==> config.mk <==
export PLATFORM = sky130hd
export DESIGN_NAME = sfca_occ
export DESIGN_NICKNAME = d
export VERILOG_FILES = /design/src/sfca_pkg.sv /design/src/sfca_occ.sv
export SDC_FILE = /design/constraint.sdc
export NUM_CORES = 2
export LEC_CHECK = 0
export BUFFER_PORTS_ARGS = -buffer_cell sky130_fd_sc_hd__buf_4
export CAP_MARGIN = 15
export CORE_ASPECT_RATIO = 1.2
export CORE_MARGIN = 2
export CORE_UTILIZATION = 40
export DETAILED_ROUTE_END_ITERATION = 10
export PLACE_DENSITY = 0.65
export SKIP_CTS_REPAIR_TIMING = 1
export SYNTH_ARGS = -nofsm -noshare
export SYNTH_HDL_FRONTEND = slang
export SYNTH_SLANG_ARGS = --single-unit
==> constraint.sdc <==
create_clock -name clk_i -period 7.92 [get_ports clk_i]
set_clock_uncertainty 0.05 [all_clocks]
set_input_delay 2.376 -clock clk_i [delete_from_list [all_inputs] [get_ports clk_i]]
set_output_delay 2.376 -clock clk_i [all_outputs]
set_load 0.01 [all_outputs]
==> src/sfca_pkg.sv <==
package sfca_pkg;

  localparam int DiskChunksDef  = 4096;
  localparam int MaxNodesDef    = 4096;
  localparam int MaxRequestDef  = 320;
  localparam int SizeClassesDef = 322;

  localparam int CfgW = 13;

  localparam logic OP_ALLOC = 1'b0;
  localparam logic OP_FREE  = 1'b1;

  localparam logic [1:0] ST_OK       = 2'd0;
  localparam logic [1:0] ST_BAD_SIZE = 2'd1;
  localparam logic [1:0] ST_NO_SPACE = 2'd2;
  localparam logic [1:0] ST_BAD_LOC  = 2'd3;

  typedef struct packed {
    logic        opcode;
    logic [8:0]  request_size;
    logic [11:0] free_location;
  } in_t;

  typedef struct packed {
    logic [1:0]  status;
    logic [11:0] granted_location;
  } out_t;

  typedef struct packed {
    logic clr_all;
    logic wr;
    logic val;
  } occ_cmd_t;

endpackage

==> src/sfca_occ.sv <==
module sfca_occ #(
  parameter int SIZE_CLASSES = 322
) (
  input  logic                            clk_i,
  input  logic                            rst_ni,
  input  sfca_pkg::occ_cmd_t              cmd_i,
  input  logic [$clog2(SIZE_CLASSES)-1:0] widx_i,
  input  logic [$clog2(SIZE_CLASSES)-1:0] qidx_i,
  output logic                            qbit_o,
  input  logic [$clog2(SIZE_CLASSES)-1:0] base_i,
  output logic                            found_o,
  output logic [$clog2(SIZE_CLASSES)-1:0] fidx_o
);
  import sfca_pkg::*;

  localparam int CW = $clog2(SIZE_CLASSES);

  logic [SIZE_CLASSES-1:0] occ_q, occ_d;

  always_comb begin
    occ_d = occ_q;
    if (cmd_i.clr_all) begin
      occ_d = '0;
    end
    if (cmd_i.wr) begin
      occ_d[widx_i] = cmd_i.val;
    end
  end

  always_ff @(posedge clk_i or negedge rst_ni) begin
    if (!rst_ni) begin
      occ_q <= '0;
    end else begin
      occ_q <= occ_d;
    end
  end

  assign qbit_o = occ_q[qidx_i];

  // lowest occupied class at or above the base
  always_comb begin
    found_o = 1'b0;
    fidx_o  = '0;
    for (int i = SIZE_CLASSES - 1; i >= 0; i--) begin
      if (occ_q[i] && (CW'(i) >= base_i)) begin
        found_o = 1'b1;
        fidx_o  = CW'(i);
      end
    end
  end

endmodule

==> results.json <==
{
  "final-hold-violation-count": 0,
  "num_rows": 105,
  "yosys.area_share.xor_xnor_pct": 0,
  "crit_fanout": 13,
  "vias_per_cell": 6.77,
  "worst_pin_slew_ns": 1.34,
  "synth_mux_area_share_pct": 8.77,
  "seq_area_frac_synth_pct": 29.3,
  "cts_inserted_buffers": 37,
  "critPathCaptureType": "output port",
  "combPwrFrac_pct": 20.4,
  "path_buf_inv": 6,
  "final_core_util_pct": 55.5,
  "layout_commonest_cell": "buf_4",
  "regMostFlops": "occ_q",
  "p_per_area_mw_per_mm2": 115,
  "fp.coreArea_mm2": 0.0682,
  "ys_warn_count": 0,
  "largest_reg_flops": 322,
  "grt_pass1_wl_mm": 226,
  "cts_root_buffer": "clkbuf_16",
  "detail_route.wl_per_cell_um": 32.8,
  "seqPwrFrac_pct": 37.9,
  "synth-simple-area-share_pct": 27.9,
  "fin_ws_ns": -0.144,
  "hp-class": "flip-flop to flip-flop",
  "hold-worst-slack_ns": 0.490,
  "syn_area_mm2": 0.0275,
  "cp_common_cell": "buf_4",
  "p_int_w": 0.00300,
  "path_cells": "buf_8 -> clkbuf_16 -> or4b_4 -> nor3_1 -> o21ai_0 -> buf_4 -> nand2_1 -> a21oi_1 -> o31ai_1 -> buf_4 -> nand4_1 -> a211oi_2 -> buf_4 -> o21ai_4 -> buf_6",
  "synth_top_family_by_area": "compound AO/OA/AOI/OAI gates",
  "p_sw_share_pct": 31.2,
  "cp.arrival_ns": 5.64,
  "die_y_um": 291,
  "crit_type": "primary input to output port",
  "areaGrowthSynthToFinish_pct": 37.8,
  "vdd_drop_max_v": 0.000150,
  "ios": 43,
  "htreeDepth": 2,
  "slew_viol_final": 0,
  "gp_congestion": 1.09,
  "largestRegisters": "occ_q x322",
  "synthFlopType": "dfrtp_1",
  "synth_compound_area_share_pct": 28.1,
  "synthTopCellsByArea": "dfrtp_1 29%, o21ai_0 9.5%, mux4_2 8.7%, nand3b_1 8.2%, nand2_1 6.9%",
  "power.switching_w": 0.00136,
  "fillers": 6372,
  "die_w_um": 243,
  "grtUsageTotal_pct": 43.9,
  "avgSynthCellArea_um2": 8.15,
  "overflow": 0,
  "synth_top_area_share_pct": 29.3,
  "clockBufferDepth": 3,
  "clk_latency_ns": 0.59,
  "final-setup-viol-count": 5,
  "drv_cap": 0,
  "die_area_mm2": 0.0708,
  "grt_pass1_vias": 31297,
  "syn_nets": 3399,
  "critPathLaunchType": "primary input",
  "synth_edf_count": 0,
  "post-route-period-util_pct": 102,
  "drive_above_1_share_pct": 34.1,
  "firstDrtPassIters": 8,
  "async_flop_share_pct": 100,
  "synth_cell_types": 103,
  "tritoncts": "done",
  "run_status": "complete, but fails checks",
  "ant_nets": 0,
  "cp.required_ns": 5.49,
  "fmax_ghz": 0.124,
  "p_leak_nw": 15.7,
  "num_vias": 33472,
  "synthAdderAreaFrac_pct": 0,
  "synth_top_cell_by_area": "dfrtp_1",
  "synthCells": 3367,
  "port_buffers": 42,
  "rsz0062_at_grt": "true",
  "initial_core_util_pct": 40.3,
  "fin_nets": 4037,
  "clk_pin_slew_ns": 0.06,
  "cts.sinks": 322,
  "route.detailed.drc": 0,
  "violations": "negative setup slack",
  "slew_headroom_pct": 10.5,
  "cp_slowest_cell": "or4b_4",
  "regArea_mm2": 0.00806,
  "clock_power_share_pct": 41.7,
  "finalCriticalPeriod_ns": 8.06,
  "wirelength_mm": 162,
  "grt_max_degree": 188,
  "initialDrtViolationCount": 4117,
  "multi_input_area_mm2": 0.0196,
  "mostFrequentLayoutCells": "784 x buf_4, 500 x nand2_1, 468 x o21ai_0",
  "critical-path-max-stage-delay_ns": 0.54,
  "antenna_found_initial": 12,
  "dp_hpwl_mm": 121,
  "synth_seq_cells": 322,
  "path_delay_family": "simple AND/OR/NAND/NOR gates"
}
-- Yosys cell counts (33+ instances only) --
| library cell | instances |
|---|---|
| buf_2 | 57 |
| a22oi_1 | 33 |
| dfrtp_1 | 322 |
| o21ai_0 | 522 |
| a21boi_0 | 36 |
| mux4_2 | 106 |
| o21a_1 | 35 |
| nand3b_1 | 300 |
| nand4_1 | 42 |
| nor2_1 | 135 |
| buf_4 | 38 |
| a21oi_1 | 118 |
| o211ai_1 | 39 |
| o31ai_1 | 44 |
| nand3_1 | 91 |
| inv_1 | 45 |
| clkbuf_1 | 168 |
| nand2_1 | 505 |
| nor4_1 | 45 |
| nor3_1 | 85 |
-- path summary, 6_finish.rpt --
path	from	to	slack, ns	cells after the start
setup / recovery	base_i[4]	fidx_o[1]	-0.14	15
hold / removal	occ_q[258]$_DFF_PN0_	occ_q[258]$_DFF_PN0_	0.49	2
setup reg to reg	occ_q[152]$_DFF_PN0_	occ_q[152]$_DFF_PN0_	6.81	3
hold reg to reg	occ_q[258]$_DFF_PN0_	occ_q[258]$_DFF_PN0_	0.49	2
max in group asynchronous	rst_ni	occ_q[319]$_DFF_PN0_	4.70	2
min in group asynchronous	rst_ni	occ_q[199]$_DFF_PN0_	1.70	1
-- worst min-delay path, cell delays in order (launching register included) --
cell	delay [ns]
dfrtp_1	0.36
nand3b_1	0.08
o21ai_0	0.07
-- per-stage QoR --
| step | std cells | setup TNS, ns | instance area [um^2] | setup slack (ns) | total power [W] |
|---|---|---|---|---|---|
| 2_1_floorplan | 3367 | 0 | 27500 | 0.435 | 0.00200 |
| 3_3_place_gp | 4822 | -4.81 | 34000 | -1.04 | 0.00245 |
| 3_5_place_dp | 4822 | -4.33 | 34000 | -0.875 | 0.00244 |
| 4_1_cts | 4886 | -4.53 | 35200 | -0.895 | 0.00425 |
| 5_1_grt | 4939 | -0.514 | 37800 | -0.114 | 0.00443 |
| 6_report | 4945 | -0.463 | 37800 | -0.144 | 0.00435 |
-- layout make-up --
| cell class | count | area share, % |
|---|---|---|
| well taps | 909 | 3.01 |
| flip-flops and latches | 322 | 21.3 |
| inverters | 46 | 0.470 |
| clock buffers | 48 | 2.72 |
| clock inverters | 16 | 0.486 |
| repair buffers | 890 | 20.3 |
| multi-input cells | 2708 | 51.7 |
| diodes | 6 | 0.0397 |
-- routing by layer --
metal | routed length, um | track usage (%) | vias up
met2 | 70900 | 67.3 | 2091
met1 | 61200 | 55.8 | 16535
met4 | 13800 | 28.6 | 16
met5 | 102 | 0 | -
li1 | - | - | 14196
met3 | 16300 | 9.60 | 634
-- power groups by stage --
| stage | clock network, W | registers [W] | logic [W] |
|---|---|---|---|
| 2_1_floorplan | 0 | 0.00168 | 0.000321 |
| 3_3_place_gp | 0 | 0.00168 | 0.000767 |
| 3_5_place_dp | 0 | 0.00168 | 0.000764 |
| 4_1_cts | 0.00183 | 0.00165 | 0.000767 |
| 5_1_grt | 0.00188 | 0.00165 | 0.000903 |
| 6_report | 0.00182 | 0.00165 | 0.000890 |
-- cell families after synthesis --
| group | after synthesis |
|---|---|
| buf+inv | 339 |
| simple gates | 1402 |
| compound gates | 1196 |
| flops | 322 |
| mux | 108 |
(Power assumes the default switching activity.)
