===== src/sfca_ram.sv =====
module sfca_ram #(
  parameter int WIDTH = 8,
  parameter int DEPTH = 16
) (
  input  logic                     clk_i,
  input  logic                     we_i,
  input  logic [$clog2(DEPTH)-1:0] waddr_i,
  input  logic [WIDTH-1:0]         wdata_i,
  input  logic [$clog2(DEPTH)-1:0] raddr_i,
  output logic [WIDTH-1:0]         rdata_o
);

  logic [WIDTH-1:0] mem [DEPTH];
  logic [WIDTH-1:0] rdata_q;

  always_ff @(posedge clk_i) begin
    if (we_i) begin
      mem[waddr_i] <= wdata_i;
    end
    rdata_q <= mem[raddr_i];
  end

  assign rdata_o = rdata_q;

endmodule


===== config.mk =====
export PLATFORM = sky130hd
export DESIGN_NAME = sfca_ram
export DESIGN_NICKNAME = d
export VERILOG_FILES = /design/src/sfca_ram.sv
export SDC_FILE = /design/constraint.sdc
export NUM_CORES = 1
export LEC_CHECK = 0
export BUFFER_PORTS_ARGS = -buffer_cell sky130_fd_sc_hd__buf_2
export CORE_ASPECT_RATIO = 0.9
export CORE_MARGIN = 4
export CORE_UTILIZATION = 60
export CTS_CLUSTER_SIZE = 24
export DETAILED_ROUTE_END_ITERATION = 8
export GPL_ROUTABILITY_DRIVEN = 0
export PLACE_DENSITY = 0.77
export REMOVE_ABC_BUFFERS = 1
export SYNTH_ARGS = -nofsm -noshare
export SYNTH_HDL_FRONTEND = slang
export SYNTH_SLANG_ARGS = --single-unit

===== constraint.sdc =====
create_clock -name clk_i -period 2.6 [get_ports clk_i]
set_input_delay 0.52 -clock clk_i [delete_from_list [all_inputs] [get_ports clk_i]]
set_output_delay 0.52 -clock clk_i [all_outputs]
set_load 0.01 [all_outputs]

==> flow_summary.json, run 1 <==
{
  "synth_edf_count": 128,
  "clkSlewWorstSetupHoldPaths_ns": 0.06,
  "finalHoldViolations": 0,
  "startpoint_type": "register",
  "end_kind": "output port",
  "cts_made_buffers": 17,
  "clock_skew_ns": 0.01209,
  "cp_data_required_time_ns": 2.08,
  "critical-path-top-delay-family": "flip-flops",
  "power_mw": 4.989,
  "synthTopCellsByArea": "edfxtp_1 75%, mux4_2 7.9%, mux4_1 7.1%, dfxtp_1 3.1%, a22oi_1 2.3%",
  "slowest_delay_ns": 0.36,
  "cap_viol_max_count": 0,
  "powerDensity_mw_per_mm2": 822.9,
  "arrival_ns": 1.02,
  "dieHeight_um": 95.87,
  "initial_utilization_pct": 62.90,
  "rsz0062_at_grt": "no",
  "cts_num_sinks": 136,
  "grt.total_usage_pct": 20.94,
  "clk_path_buf_depth": 2,
  "ys_types": 19,
  "synth_area_leader_cell": "edfxtp_1",
  "wl_per_cell_um": 23.36,
  "cts_max_level": 4,
  "fin_util_pct": 74.07,
  "coreArea_mm2": 0.008184,
  "vias": 2460,
  "maxSlewHeadroom_pct": 48.50,
  "drv_slew": 0,
  "fin_crit_ns": 1.544,
  "cts-root-buf": "clkbuf_8",
  "max_freq_ghz": 0.6477,
  "cp_cell_sequence": "buf_2",
  "syn_avg_cell_area_um2": 22.48,
  "finalSetupTns_ns": 0,
  "area_growth_pct": 17.77,
  "drive_gt1_share_pct": 30.72,
  "dr.pass1.iters": 4,
  "grt_pass1_vias": 2479,
  "drt_iter0_markers": 209,
  "place_inst": 377,
  "finalSetupViolCount": 0,
  "cts_hold_buf": 0,
  "die_w_um": 105.6,
  "hp-class": "in2reg",
  "ys_warn_count": 0,
  "num-fill-cells": 468,
  "yosysTopAreaCellShare_pct": 74.67,
  "seq_area_frac_synth_pct": 77.78,
  "synthTopCellsByCount": "128 x edfxtp_1, 18 x mux4_2, 16 x a22oi_1",
  "status": "complete, no violations",
  "num_rows": 31,
  "r2r-start": "mem[5][0]$_DFFE_PP_",
  "synth.most_common_cell": "edfxtp_1",
  "synth_cells": 229,
  "antenna_cells": 0,
  "yosys.area_share.simple_pct": 3.184,
  "io_pins": 26,
  "cts_resized": 0,
  "synthMuxAreaShare_pct": 15.02,
  "fin_cells": 408,
  "synth_ff_type": "edfxtp_1",
  "grt_pass1_wl_um": 14610,
  "critPathBufInv": 1,
  "async_flop_share_pct": 0,
  "routed_wirelength_um": 9532,
  "synth-xor-area-share_pct": 0,
  "viasPerCell": 6.029,
  "synthAdderAreaFrac_pct": 0,
  "clock_latency_ns": 0.51,
  "crit_slowest_cell": "dfxtp_1",
  "worstMarginPinSlew_ns": 0.7709,
  "ir_worst_vdd_uv": 530.9,
  "drc": 0,
  "dieArea_mm2": 0.01013,
  "grt_overflow": 0,
  "seqCellArea_mm2": 0.004004,
  "postCtsSetupBuffers": 0,
  "nets": 299,
  "critical_path_class": "reg2out",
  "antenna_found_initial": 0,
  "cp-startpoint": "rdata_o[2]$_DFF_P_",
  "grt_max_degree": 33,
  "synth_compound_area_share_pct": 2.333,
  "leakagePower_nw": 2.075,
  "cts_tree": "done",
  "path_max_fanout": 1,
  "min_from": "wdata_i[5]",
  "post-route-period-util_pct": 59.38,
  "multi_input_area_mm2": 0.001057,
  "hpwl_um": 5652,
  "synth_top_family_by_area": "multiplexers",
  "ys_seq_elements": 136,
  "synth_area_mm2": 0.005147,
  "drtAntennaViolNets": 0,
  "port_buffers": 25
}
-- metal layers --
metal	vias up	track usage, %	part of all wire (%)
met5	-	0	0
met4	0	7.443	0.64
met3	5	6.304	7.4
met2	91	32.54	50
met1	1291	28.87	42
li1	1073	-	-
-- cell families after synthesis --
logic type,after synthesis
flops,136
simple gates,35
mux,32
compound gates,16
buf+inv,10
-- state kept, by name, indices dropped and copies added, names as in the netlist --
name and cells:
rdata_o 8, mem 128
-- metrics by stage --
| step | hold WS, ns | area, µm² | setup slack, ns |
|---|---|---|---|
| 4_1_cts | 0.3731 | 6062 | 1.025 |
| 5_1_grt | 0.3796 | 6062 | 1.001 |
| 3_3_place_gp | 0.6498 | 5490 | 0.6509 |
| 2_1_floorplan | 0.6189 | 5061 | 0.5871 |
| 6_report | 0.3882 | 6062 | 1.056 |
| 3_5_place_dp | 0.6675 | 5490 | 0.6246 |
-- where the power goes --
part,switching [mW],internal (mW),total (mW)
Combinational,0.128,0.0976,0.226
Clock,0.852,1.44,2.29
Sequential,0.0166,2.45,2.47
-- cell type report --
| class | instances | area share [%] |
|---|---|---|
| sequential | 136 | 66.05 |
| clock buffer | 17 | 6.832 |
| tap | 115 | 2.374 |
| clock inverter | 14 | 2.601 |
| multi-input combinational | 83 | 17.44 |
| timing repair buffer | 43 | 4.706 |
-- worst paths after layout --
kind / slack (ns) / endpoint / depth (start not counted)
hold reg to reg: 0.67 / rdata_o[3]$_DFF_P_ / 3
hold / removal: 0.39 / mem[15][5]$_DFFE_PP_ / 1
setup reg to reg: 1.22 / rdata_o[0]$_DFF_P_ / 3
setup / recovery: 1.06 / rdata_o[2] / 1
-- layout by cell type, fill, tap and decap left out, types with 3 or more instances in the layout --
cell type and count:
buf_4 16, buf_2 25, bufinv_16 3, clkinv_1 3, nor2_1 13, mux4_2 18
a22oi_1 16, mux4_1 14, nor3_1 4, clkinv_2 3, edfxtp_1 128, clkbuf_16 16
nand2_1 9, dfxtp_1 8
No activity file was read; power rests on OpenSTA's default activity.
==> run 2, diff against run 1 <==
Clock period 2.6 ns to 1.6 ns, I/O delays scaled along.
==> run 2 against run 1 <==
Against the previous run:
- clock skew decreased by 0.0039 ns
- setup slack got worse by 0.82 ns
- power increased by 59%
- critical path depth increased by 2
- sequential power increased by 62%
- non-clock buffer count increased by 9
- cell area increased by 1.1%
- cell count increased by 2.2%
- global-route usage increased by 0.99 points
==> flow_summary.json, run 2 (same netlist as run 1, synthesis figures left out) <==
{
  "grt.total_usage_pct": 21.92,
  "worstMarginPinSlew_ns": 0.3995,
  "coreArea_mm2": 0.008184,
  "die_w_um": 105.6,
  "antenna_cells": 0,
  "cap_viol_max_count": 0,
  "sw_frac_of_total_pct": 19.63,
  "cts-root-buf": "clkbuf_8",
  "maxSlewHeadroom_pct": 73.37,
  "path_max_fanout": 1,
  "leakagePower_nw": 2.117,
  "ir_worst_vdd_uv": 712.2,
  "rsz0062_at_grt": "no",
  "seq_power_share_pct": 50.5,
  "viasPerCell": 5.981,
  "drv_slew": 0,
  "cts_num_sinks": 136,
  "largest_register_ffs": 128,
  "drive_gt1_share_pct": 32.45,
  "port_buffers": 25,
  "cts_hold_buf": 0,
  "hp-class": "in2reg",
  "vias": 2494,
  "wl_per_cell_um": 23.56,
  "finalHoldViolations": 0,
  "cts_resized": 0,
  "antenna_found_initial": 0,
  "clkSlewWorstSetupHoldPaths_ns": 0.06,
  "status": "complete, no violations",
  "fin_cells": 417,
  "end_kind": "register",
  "regMostFlops": "mem",
  "arrival_ns": 1.74,
  "power.share.clock_pct": 44.6,
  "dr.pass1.iters": 4,
  "hpwl_um": 6008,
  "drtAntennaViolNets": 0,
  "critical_path_class": "reg2reg",
  "num_rows": 31,
  "whs_ns": 0.1959,
  "max_freq_ghz": 0.7356,
  "post-route-period-util_pct": 84.96,
  "powerDensity_mw_per_mm2": 1298,
  "nets": 308,
  "dieHeight_um": 95.87,
  "postCtsSetupBuffers": 0,
  "grt_overflow": 0,
  "cp_data_required_time_ns": 1.99,
  "p_int_mw": 6.389,
  "place_inst": 386,
  "clock_skew_ns": 0.008210,
  "final_cell_mix": "128 x edfxtp_1, 25 x buf_2, 23 x buf_4, 18 x mux4_2",
  "startpoint_type": "register",
  "final_common_cell": "edfxtp_1",
  "drc": 0,
  "layout_setup_ws_ns": 0.2406,
  "fin_crit_ns": 1.359,
  "drt_iter0_markers": 221,
  "io_pins": 26,
  "area_growth_pct": 19.01,
  "pwr-share-comb_pct": 5.0,
  "dp_slack_ns": -0.1202,
  "grt_max_degree": 18,
  "clock_latency_ns": 0.51,
  "initial_utilization_pct": 62.90,
  "crit_slowest_cell": "mux4_1",
  "slowest_delay_ns": 0.51,
  "finalSetupViolCount": 0,
  "grt_pass1_vias": 2666,
  "grt_pass1_wl_um": 15530,
  "cts_max_level": 4,
  "power_mw": 7.950,
  "dieArea_mm2": 0.01013,
  "routed_wirelength_um": 9826,
  "clk_path_buf_depth": 2,
  "p_switching_mw": 1.561,
  "cts_made_buffers": 17,
  "cp_cell_sequence": "mux4_1 > a22oi_1 > nand2_1",
  "cts_tree": "done"
}
-- run 2: cell types whose count changed in the layout (fill, tap and decap cells not counted), sizes merged --
cell	change
clkbuf	+4
buf	+9
bufinv	-1
clkinv	-2
inv	-1
-- run 2: area by class of cell --
type	instances	area (µm²)
Clock buffer	21	439.2
Clock inverter	10	103.9
Fill cell	450	2058
Multi-Input combinational cell	83	1057
Sequential cell	136	4004
Tap cell	115	143.9
Timing Repair Buffer	52	377.9
-- run 2: layer usage --
metal  vias up  track usage (%)  wire, µm
met4         0            7.659        95
met3        10            6.439       907
met1      1274            31.00      4205
li1       1091                -         -
met2       119            33.44      4616
met5         -                0         0
-- run 2: worst paths after layout --
kind / from / to / slack, ns / depth (start not counted)
worst min register to register: mem[14][1]$_DFFE_PP_ / rdata_o[1]$_DFF_P_ / 0.69 / 3
worst min-delay path: wdata_i[2] / mem[8][2]$_DFFE_PP_ / 0.20 / 1
worst max register to register: mem[10][5]$_DFFE_PP_ / rdata_o[5]$_DFF_P_ / 0.24 / 3
worst max-delay path: mem[10][5]$_DFFE_PP_ / rdata_o[5]$_DFF_P_ / 0.24 / 3
-- run 2: metrics by stage --
step	utilization [%]	cell area [µm²]	setup TNS [ns]
final	74.85	6126	0
after global routing	74.85	6126	0
after CTS	74.85	6126	0
after detailed placement	68.22	5583	-0.5484
after global placement	68.22	5583	-0.3307
after floorplan	-	5061	-1.703
-- run 2: critical path, delay by kind of cell (launching register included) --
| kind | cells | cell delay, ns |
|---|---|---|
| AO/OA/AOI/OAI | 1 | 0.26 |
| flip-flops | 1 | 0.38 |
| multiplexers | 1 | 0.51 |
| AND/OR/NAND/NOR | 1 | 0.08 |
-- run 2: power groups by stage --
stage	clock network, mW	logic [mW]	registers, mW
finish	3.54	0.394	4.01
global route	3.80	0.429	4.02
CTS	3.61	0.400	4.01
detailed placement	0	0.395	4.08
global placement	0	0.385	4.08
floorplan	0	0.160	4.09
==> run 3, diff against run 2 <==
Settings changed: CORE_UTILIZATION 60 to 54, PLACE_DENSITY 0.77 to 0.73.
Clock period 1.6 ns to 1.1 ns, I/O delays scaled along.
==> run 3 against run 2 <==
Against the previous run:
- the run now ends with setup timing left
- cell area is 1.8% higher
- worst hold slack worse by 0.10 ns
- via count is 1.2% lower
- flip-flop and latch count stayed put
- critical path type unchanged
==> flow_summary.json, run 3 (same netlist as run 1, synthesis figures left out) <==
{
  "port_buffers": 25,
  "hpwl_um": 6235,
  "io_pins": 26,
  "final_cell_mix": "128 x edfxtp_1, 28 x buf_4, 22 x mux4_2, 19 x buf_2, 16 x clkbuf_16",
  "cts_hold_buf": 0,
  "clock_latency_ns": 0.51,
  "violations": "setup timing",
  "drt_iter0_markers": 273,
  "place_area_mm2": 0.005629,
  "fin_util_pct": 67.74,
  "max_freq_ghz": 0.7291,
  "clk_path_buf_depth": 2,
  "area_growth_pct": 21.17,
  "sw_frac_of_total_pct": 20.89,
  "min_from": "wdata_i[7]",
  "postCtsSetupBuffers": 0,
  "die_w_um": 110.9,
  "p_switching_mw": 2.465,
  "clkSlewWorstSetupHoldPaths_ns": 0.06,
  "hp-class": "in2reg",
  "seq_power_share_pct": 49.5,
  "largest_register_ffs": 128,
  "antenna_found_initial": 1,
  "leakagePower_nw": 2.133,
  "critical_path_class": "reg2reg",
  "drc": 0,
  "regMostFlops": "mem",
  "cts_made_buffers": 17,
  "maxSlewHeadroom_pct": 51.56,
  "cp_cell_sequence": "mux4_2 > a22oi_2 > nand2_1",
  "pwr-share-comb_pct": 5.2,
  "num-fill-cells": 578,
  "finalSetupViolCount": 16,
  "seqCellArea_mm2": 0.004011,
  "dr.pass1.iters": 4,
  "wl_per_cell_um": 22.30,
  "power.share.clock_pct": 45.3,
  "clock_skew_ns": 0.01372,
  "grt.total_usage_pct": 19.07,
  "coreArea_mm2": 0.009208,
  "post-route-period-util_pct": 124.7,
  "final_common_cell": "edfxtp_1",
  "grt_use_met2_pct": 30.22,
  "rsz0062_at_grt": "yes",
  "nets": 313,
  "grt_pass1_vias": 2614,
  "cap_viol_max_count": 0,
  "layout_setup_ws_ns": -0.2715,
  "end_kind": "register",
  "status": "finished with violations",
  "whs_ns": 0.09611,
  "min_to": "mem[6][7]$_DFFE_PP_",
  "dieHeight_um": 100.6,
  "multi_input_area_mm2": 0.001052,
  "cp_data_required_time_ns": 1.48,
  "grt.met1_usage_pct": 26.22,
  "finalHoldViolations": 0,
  "place_inst": 398,
  "startpoint_type": "register",
  "cts-root-buf": "clkbuf_8",
  "cts_tree": "done",
  "worstMarginPinSlew_ns": 0.7251,
  "cts_max_level": 4,
  "viasPerCell": 5.728,
  "drv_slew": 0,
  "met3_usage_pct": 5.582,
  "slowest_delay_ns": 0.51,
  "r2r-start": "mem[0][0]$_DFFE_PP_",
  "r2r-end": "rdata_o[0]$_DFF_P_",
  "p_int_mw": 9.338,
  "r2r_slack_ns": -0.27,
  "vias": 2463,
  "routed_wirelength_um": 9587,
  "drtAntennaViolNets": 0,
  "grt_max_degree": 17,
  "cts_num_sinks": 136,
  "grt_overflow": 0,
  "fin_cells": 430,
  "ir_worst_vdd_uv": 1125,
  "fin_crit_ns": 1.372,
  "worstHoldPathCells": 1,
  "dieArea_mm2": 0.01116,
  "path_max_fanout": 1,
  "initial_utilization_pct": 55.90,
  "powerDensity_mw_per_mm2": 1892,
  "r2r_cells": 3,
  "finalSetupTns_ns": -2.010,
  "arrival_ns": 1.75,
  "antenna_cells": 0,
  "grt_pass1_wl_um": 15300,
  "drive_gt1_share_pct": 38.31,
  "cp-startpoint": "mem[0][0]$_DFFE_PP_",
  "crit_slowest_cell": "mux4_2",
  "num_rows": 33,
  "top_usage_layer": "met2",
  "final_area_mm2": 0.006237
}
[run 3: area by class of cell]
| type | instances | area share (%) |
|---|---|---|
| well taps | 122 | 2.447 |
| repair buffers | 57 | 7.262 |
| flip-flops and latches | 136 | 64.31 |
| multi-input cells | 83 | 16.87 |
| clock buffers | 18 | 6.700 |
| clock inverters | 14 | 2.407 |
[run 3: timing repair]
| item | in CTS | in global routing |
|---|---|---|
| pin swaps | 5 | 1 |
| setup endpoints to repair | 16 | 16 |
| gates resized for setup | 12 | 6 |
| gates cloned | 0 | 0 |
[run 3: how the worst max path moves through the flow]
stage	cells past startpoint	slack [ns]	endpoint
final	3	-0.27	rdata_o[0]$_DFF_P_
after global routing	3	-0.30	rdata_o[0]$_DFF_P_
after CTS	3	-0.27	rdata_o[0]$_DFF_P_
after detailed placement	6	-0.61	rdata_o[0]$_DFF_P_
after global placement	6	-0.55	rdata_o[1]$_DFF_P_
after floorplan	2	-0.61	mem[0][0]$_DFFE_PP_
[run 3: critical path, delay by kind of cell, from the launching register on]
family           cells  cell delay [ns]
AO/OA/AOI/OAI        1             0.21
flip-flops           1             0.43
multiplexers         1             0.51
AND/OR/NAND/NOR      1             0.10
[run 3: power by group through the flow]
stage | clock (mW) | combinational, mW | sequential [mW]
finish | 5.34 | 0.617 | 5.84
global route | 5.69 | 0.674 | 5.85
CTS | 5.42 | 0.614 | 5.84
detailed placement | 0 | 0.586 | 5.94
global placement | 0 | 0.571 | 5.93
floorplan | 0 | 0.232 | 5.94
[run 3: metal layers]
metal | vias up | routed length (µm)
met5 | - | 9
met4 | 2 | 120
met3 | 11 | 702
met2 | 81 | 4822
met1 | 1267 | 3933
li1 | 1102 | -
[run 3: through the flow]
| step | setup WS [ns] | total power [mW] |
|---|---|---|
| floorplan | -0.6129 | 6.174 |
| global placement | -0.5462 | 6.505 |
| detailed placement | -0.6123 | 6.526 |
| CTS | -0.2699 | 11.88 |
| global route | -0.3031 | 12.22 |
| finish | -0.2715 | 11.80 |
